$ cat src/hw/rtl/pps_pkg.sv
package pps_pkg;

	// Field widths of the job and result beats
	localparam int ARR_W  = 16;
	localparam int BUR_W  = 16;
	localparam int PRI_W  = 8;
	localparam int TICK_W = 21;
	localparam int PIDX_W = 5;

	typedef logic [ARR_W-1:0]  arr_t;
	typedef logic [BUR_W-1:0]  bur_t;
	typedef logic [PRI_W-1:0]  pri_t;
	typedef logic [TICK_W-1:0] tick_t;
	typedef logic [PIDX_W-1:0] pidx_t;

	// One process as loaded by the host
	typedef struct packed {
		arr_t arrival_time;
		bur_t burst_length;
		pri_t priority_level;
		logic last_process;
	} pps_job_t;

	// One result per process
	typedef struct packed {
		pidx_t process_index;
		tick_t completion_time;
		tick_t turnaround_time;
		tick_t waiting_time;
		logic  last_result;
	} pps_result_t;

	// Scan token handed from cell to cell
	typedef struct packed {
		logic  token;
		logic  best_vld;
		pri_t  best_prio;
		arr_t  best_arr;
		pidx_t best_idx;
		bur_t  best_rem;
		logic  nxt_vld;
		arr_t  nxt_arr;
	} pps_cand_t;

	// Control broadcast from the sequencer to every cell
	typedef struct packed {
		logic  load;
		pidx_t load_idx;
		arr_t  arrival;
		bur_t  burst;
		pri_t  prio;
		logic  apply;
		pidx_t sel;
		bur_t  run;
		logic  finish;
		tick_t done_tick;
		tick_t tick;
		pidx_t count;
	} pps_ctl_t;

	// Per-cell figures read out after the simulation
	typedef struct packed {
		tick_t completion;
		tick_t turnaround;
		tick_t waiting;
	} pps_cres_t;

	typedef enum logic [2:0] {
		S_IDLE,
		S_SCAN,
		S_DECIDE,
		S_APPLY,
		S_FIN1,
		S_FIN2,
		S_OUT
	} pps_state_t;

endpackage

$ cat src/hw/rtl/pps_cell.sv
module pps_cell import pps_pkg::*; #(
	parameter int unsigned IDX = 0
) (
	input  logic      clk,
	input  logic      arst_n,
	input  pps_ctl_t  ctl,
	input  pps_cand_t cand_in,
	output pps_cand_t cand_out,
	output pps_cres_t cres
);

	arr_t  arr_q;
	bur_t  burst_q;
	pri_t  prio_q;
	bur_t  rem_q;
	tick_t comp_q;
	tick_t tat_q;
	tick_t wt_q;
	logic  token_q;
	pps_cand_t cand_q;
	pps_cand_t cand_d;

	logic  mine;
	logic  active;
	logic  is_ready;
	logic  is_future;
	logic  better;

	assign mine      = 1'b1;
	assign active    = (pidx_t'(IDX) < ctl.count) && (rem_q != '0) && mine;
	assign is_ready  = active && ({{(TICK_W-ARR_W){1'b0}}, arr_q} <= ctl.tick);
	assign is_future = active && ({{(TICK_W-ARR_W){1'b0}}, arr_q} > ctl.tick);
	assign better    = is_ready && (!cand_in.best_vld || (prio_q < cand_in.best_prio) ||
		((prio_q == cand_in.best_prio) && (arr_q < cand_in.best_arr)));

	// Merge this cell into the passing candidate; earlier cells win ties
	always_comb begin
		cand_d = cand_in;
		if (better) begin
			cand_d.best_vld  = 1'b1;
			cand_d.best_prio = prio_q;
			cand_d.best_arr  = arr_q;
			cand_d.best_idx  = pidx_t'(IDX);
			cand_d.best_rem  = rem_q;
		end
		if (is_future && (!cand_in.nxt_vld || (arr_q < cand_in.nxt_arr))) begin
			cand_d.nxt_vld = 1'b1;
			cand_d.nxt_arr = arr_q;
		end
	end

	// Token bit of the scan
	always_ff @(posedge clk or negedge arst_n) begin
		if (!arst_n) begin
			token_q <= 1'b0;
		end else begin
			token_q <= cand_in.token;
		end
	end

	// Hand the candidate to the next cell
	always_ff @(posedge clk) begin
		cand_q <= cand_d;
	end

	// Load, serve and finish this process
	always_ff @(posedge clk) begin
		if (ctl.load && (ctl.load_idx == pidx_t'(IDX))) begin
			arr_q   <= ctl.arrival;
			prio_q  <= ctl.prio;
			burst_q <= (ctl.burst == '0) ? bur_t'(1) : ctl.burst;
			rem_q   <= (ctl.burst == '0) ? bur_t'(1) : ctl.burst;
		end else if (ctl.apply && (ctl.sel == pidx_t'(IDX))) begin
			rem_q <= rem_q - ctl.run;
		end
		if (ctl.apply && ctl.finish && (ctl.sel == pidx_t'(IDX))) begin
			comp_q <= ctl.done_tick;
		end
		// Derive turnaround in tat_q, then waiting in wt_q from it
		tat_q <= comp_q - {{(TICK_W-ARR_W){1'b0}}, arr_q};
		wt_q  <= tat_q - {{(TICK_W-BUR_W){1'b0}}, burst_q};
	end

	always_comb begin
		cand_out       = cand_q;
		cand_out.token = token_q;
	end

	assign cres.completion = comp_q;
	assign cres.turnaround = tat_q;
	assign cres.waiting    = wt_q;

endmodule

$ cat config.mk
export PLATFORM = sky130hd
export DESIGN_NAME = pps_cell
export DESIGN_NICKNAME = d
export VERILOG_FILES = /design/src/hw/rtl/pps_pkg.sv /design/src/hw/rtl/pps_cell.sv
export SDC_FILE = /design/constraint.sdc
export NUM_CORES = 1
export LEC_CHECK = 0
export BUFFER_PORTS_ARGS = -buffer_cell sky130_fd_sc_hd__buf_2
export CORE_ASPECT_RATIO = 1.2
export CORE_UTILIZATION = 51
export CTS_CLUSTER_SIZE = 14
export DETAILED_ROUTE_END_ITERATION = 8
export PLACE_DENSITY = 0.8
export SYNTH_ARGS = -nofsm -noshare
export SYNTH_HDL_FRONTEND = slang
export SYNTH_SLANG_ARGS = --single-unit
$ cat constraint.sdc
create_clock -name clk -period 3.4 [get_ports clk]
set_input_delay 0.51 -clock clk [delete_from_list [all_inputs] [get_ports clk]]
set_output_delay 0.51 -clock clk [all_outputs]
set_load 0.05 [all_outputs]
==> results.json <==
{
  "syn_area_per_cell_um2": 10.6,
  "p_per_area_mw_per_mm2": 438,
  "cp_top_family": "simple AND/OR/NAND/NOR gates",
  "drt-total-wl_um": 24900,
  "p_int_w": 0.00370,
  "grt_util_all_layers_pct": 26.0,
  "place_inst": 1400,
  "cts-root-buf": "clkbuf_16",
  "finalCriticalPeriod_ns": 2.88,
  "cts_tree": "done",
  "nets": 1482,
  "worstPathMaxFanout": 29,
  "cts.clk_slew.worst_paths_ns": 0.07,
  "io_pins": 309,
  "max_freq_mhz": 347,
  "gp_congestion": 0.954,
  "ys_seq_area_share_pct": 46.7,
  "antenna_found_initial": 6,
  "switching_share_pct": 28.5,
  "cts_hold_buf": 1,
  "synth_ff_type": "dfxtp_1",
  "critPathBufInv": 1,
  "cts_setup_buffers": 0,
  "row_count": 54,
  "maxCapViolCount": 0,
  "cts_max_level": 4,
  "dp_hpwl_um": 20000,
  "seqPwrFrac_pct": 46.4,
  "status": "complete, no violations",
  "crit_type": "reg -> reg",
  "critPathArrivalTime_ns": 3.20,
  "start_util_pct": 52.3,
  "end_kind": "register",
  "clk_path_buf_depth": 2,
  "numCtsBuffers": 17,
  "crit_slowest_cell": "nor4_1",
  "grt_pass1_vias": 7502,
  "first_iter_violations": 383,
  "rsz0062_at_grt": "false",
  "max_stage_delay_ns": 0.48,
  "avgRoutedWirePerCell_um": 17.3,
  "synth-seq-cells": 183,
  "cts_resized": 0,
  "synth_fp_nets": 1179,
  "worst_pin_slew_ns": 0.792,
  "die_w_um": 127,
  "pwr-share-clk_pct": 37.5,
  "synth_edf_count": 77,
  "finalCritPeriodShare_pct": 84.8,
  "fp.dieArea_mm2": 0.0192,
  "p_leak_nw": 5.93,
  "vias": 7831,
  "hold_class": "in -> reg",
  "core-area_mm2": 0.0182,
  "clkLatencyLatePin_ns": 0.44,
  "synth_warnings": 0,
  "worstPathCellList": "ha_1, nand4_1, nor4_1, a21oi_2, a21oi_1, a21boi_4, buf_12, mux2_2",
  "clock-sinks": 183,
  "crit_path_start_kind": "register",
  "area_delta_synth_final_pct": 24.5,
  "drive_gt1_share_pct": 31.7,
  "async_flop_share_pct": 0.546,
  "hold_viol_final": 0,
  "die_h_um": 151,
  "skew_ns": 0.0157,
  "syn_inst": 893,
  "overflow": 0,
  "cp.required_ns": 3.72,
  "final_common_cell": "buf_2",
  "grt_max_degree": 30,
  "portBuffers": 308,
  "first_pass_iters": 5,
  "peakVddDrop_uv": 337,
  "setup_viol": 0,
  "switching_power_w": 0.00148,
  "viasPerCell": 5.44,
  "relSlewSlack_pct": 47.0,
  "final_cell_mix": "308 x buf_2, 115 x inv_1, 105 x dfxtp_1, 101 x ha_1, 77 x edfxtp_1",
  "grt_pass1_wl_um": 37500,
  "drc": 0,
  "hold-worst-slack_ns": 0.186,
  "detail-route-antenna-nets": 0,
  "combPwrFrac_pct": 16.1,
  "syn_area_mm2": 0.00950,
  "synth_cell_type_count": 63,
  "slew_violations": 0,
  "final.setup.tns_ns": 0,
  "fin_cells": 1440
}
sequential cells by signal, indices dropped and copies added, names as in the netlist:
name	cells
tat_q	21
burst_q	16
wt_q	21
rem_q	16
cand_out	63
comp_q	21
prio_q	8
arr_q	16
token_q	1
logic make-up after synthesis:
logic type | share of synthesized area (%)
AND/OR/NAND/NOR | 9.63
flip-flops | 46.7
AO/OA/AOI/OAI | 12.3
XOR/XNOR | 3.78
adder cells (fa/ha/maj) | 13.9
buffers and inverters | 6.53
multiplexers | 7.07
power groups by stage:
stage	clock, W	sequential, W	combinational, W
4_1_cts	0.00196	0.00240	0.000831
3_5_place_dp	0	0.00245	0.000824
6_report	0.00194	0.00240	0.000833
3_3_place_gp	0	0.00245	0.000809
2_1_floorplan	0	0.00270	0.000317
5_1_grt	0.00204	0.00241	0.000895
stage by stage:
stage | setup WS (ns) | total power (W) | utilization, % | instance area (um2)
2_1_floorplan | 0.334 | 0.00301 | - | 9500
3_3_place_gp | 0.520 | 0.00326 | 61.8 | 11200
3_5_place_dp | 0.459 | 0.00328 | 61.8 | 11200
4_1_cts | 0.523 | 0.00520 | 65.0 | 11800
5_1_grt | 0.375 | 0.00534 | 65.0 | 11800
6_report | 0.517 | 0.00518 | 65.0 | 11800
metal layers:
| metal | vias to the layer above | share of wire, % | GRT usage (%) |
|---|---|---|---|
| met2 | 303 | 49 | 43.9 |
| met5 | - | 0 | 0 |
| met3 | 65 | 6.2 | 5.86 |
| met4 | 0 | 4.0 | 13.6 |
| met1 | 3694 | 41 | 31.1 |
| li1 | 3769 | - | - |
cell type report:
type	instances	area [um2]
Antenna cell	7	17.5
Clock buffer	17	425
Clock inverter	15	141
Fill cell	1439	6350
Inverter	116	435
Multi-Input combinational cell	560	4450
Sequential cell	183	4440
Tap cell	224	280
Timing Repair Buffer	318	1630
cells in the mapped netlist (all sizes together), types with 8 or more instances:
| cell | n | area (um2) |
|---|---|---|
| nand3 | 16 | 80.1 |
| buf | 10 | 95.1 |
| edfxtp | 77 | 2310 |
| a21o | 15 | 113 |
| nor2b | 14 | 87.6 |
| mux2i | 30 | 300 |
| clkbuf | 24 | 90.1 |
| nand2 | 33 | 124 |
| nor3 | 9 | 45.0 |
| nand4 | 9 | 56.3 |
| a31oi | 8 | 50.1 |
| nor4 | 11 | 68.8 |
| a211oi | 10 | 75.1 |
| inv | 116 | 435 |
| ha | 101 | 1260 |
| xor2 | 16 | 140 |
| nor2 | 41 | 156 |
| nand2b | 12 | 75.1 |
| a21oi | 62 | 314 |
| dfxtp | 105 | 2100 |
| o21ai | 39 | 195 |
| o21a | 9 | 67.6 |
| xnor2 | 25 | 219 |
| mux2 | 26 | 372 |
worst paths after layout:
kind                                end  cells past startpoint   startpoint  slack, ns
max                        cand_out[18]                      8    arr_q[12]       0.52
min                             token_q                      1  cand_in[63]       0.19
max reg2reg                cand_out[18]                      8    arr_q[12]       0.52
min reg2reg                    wt_q[20]                      1    tat_q[20]       0.46
max in group asynchronous       token_q                      2       arst_n       2.94
min in group asynchronous       token_q                      2       arst_n       0.38
(Power assumes the default switching activity.)
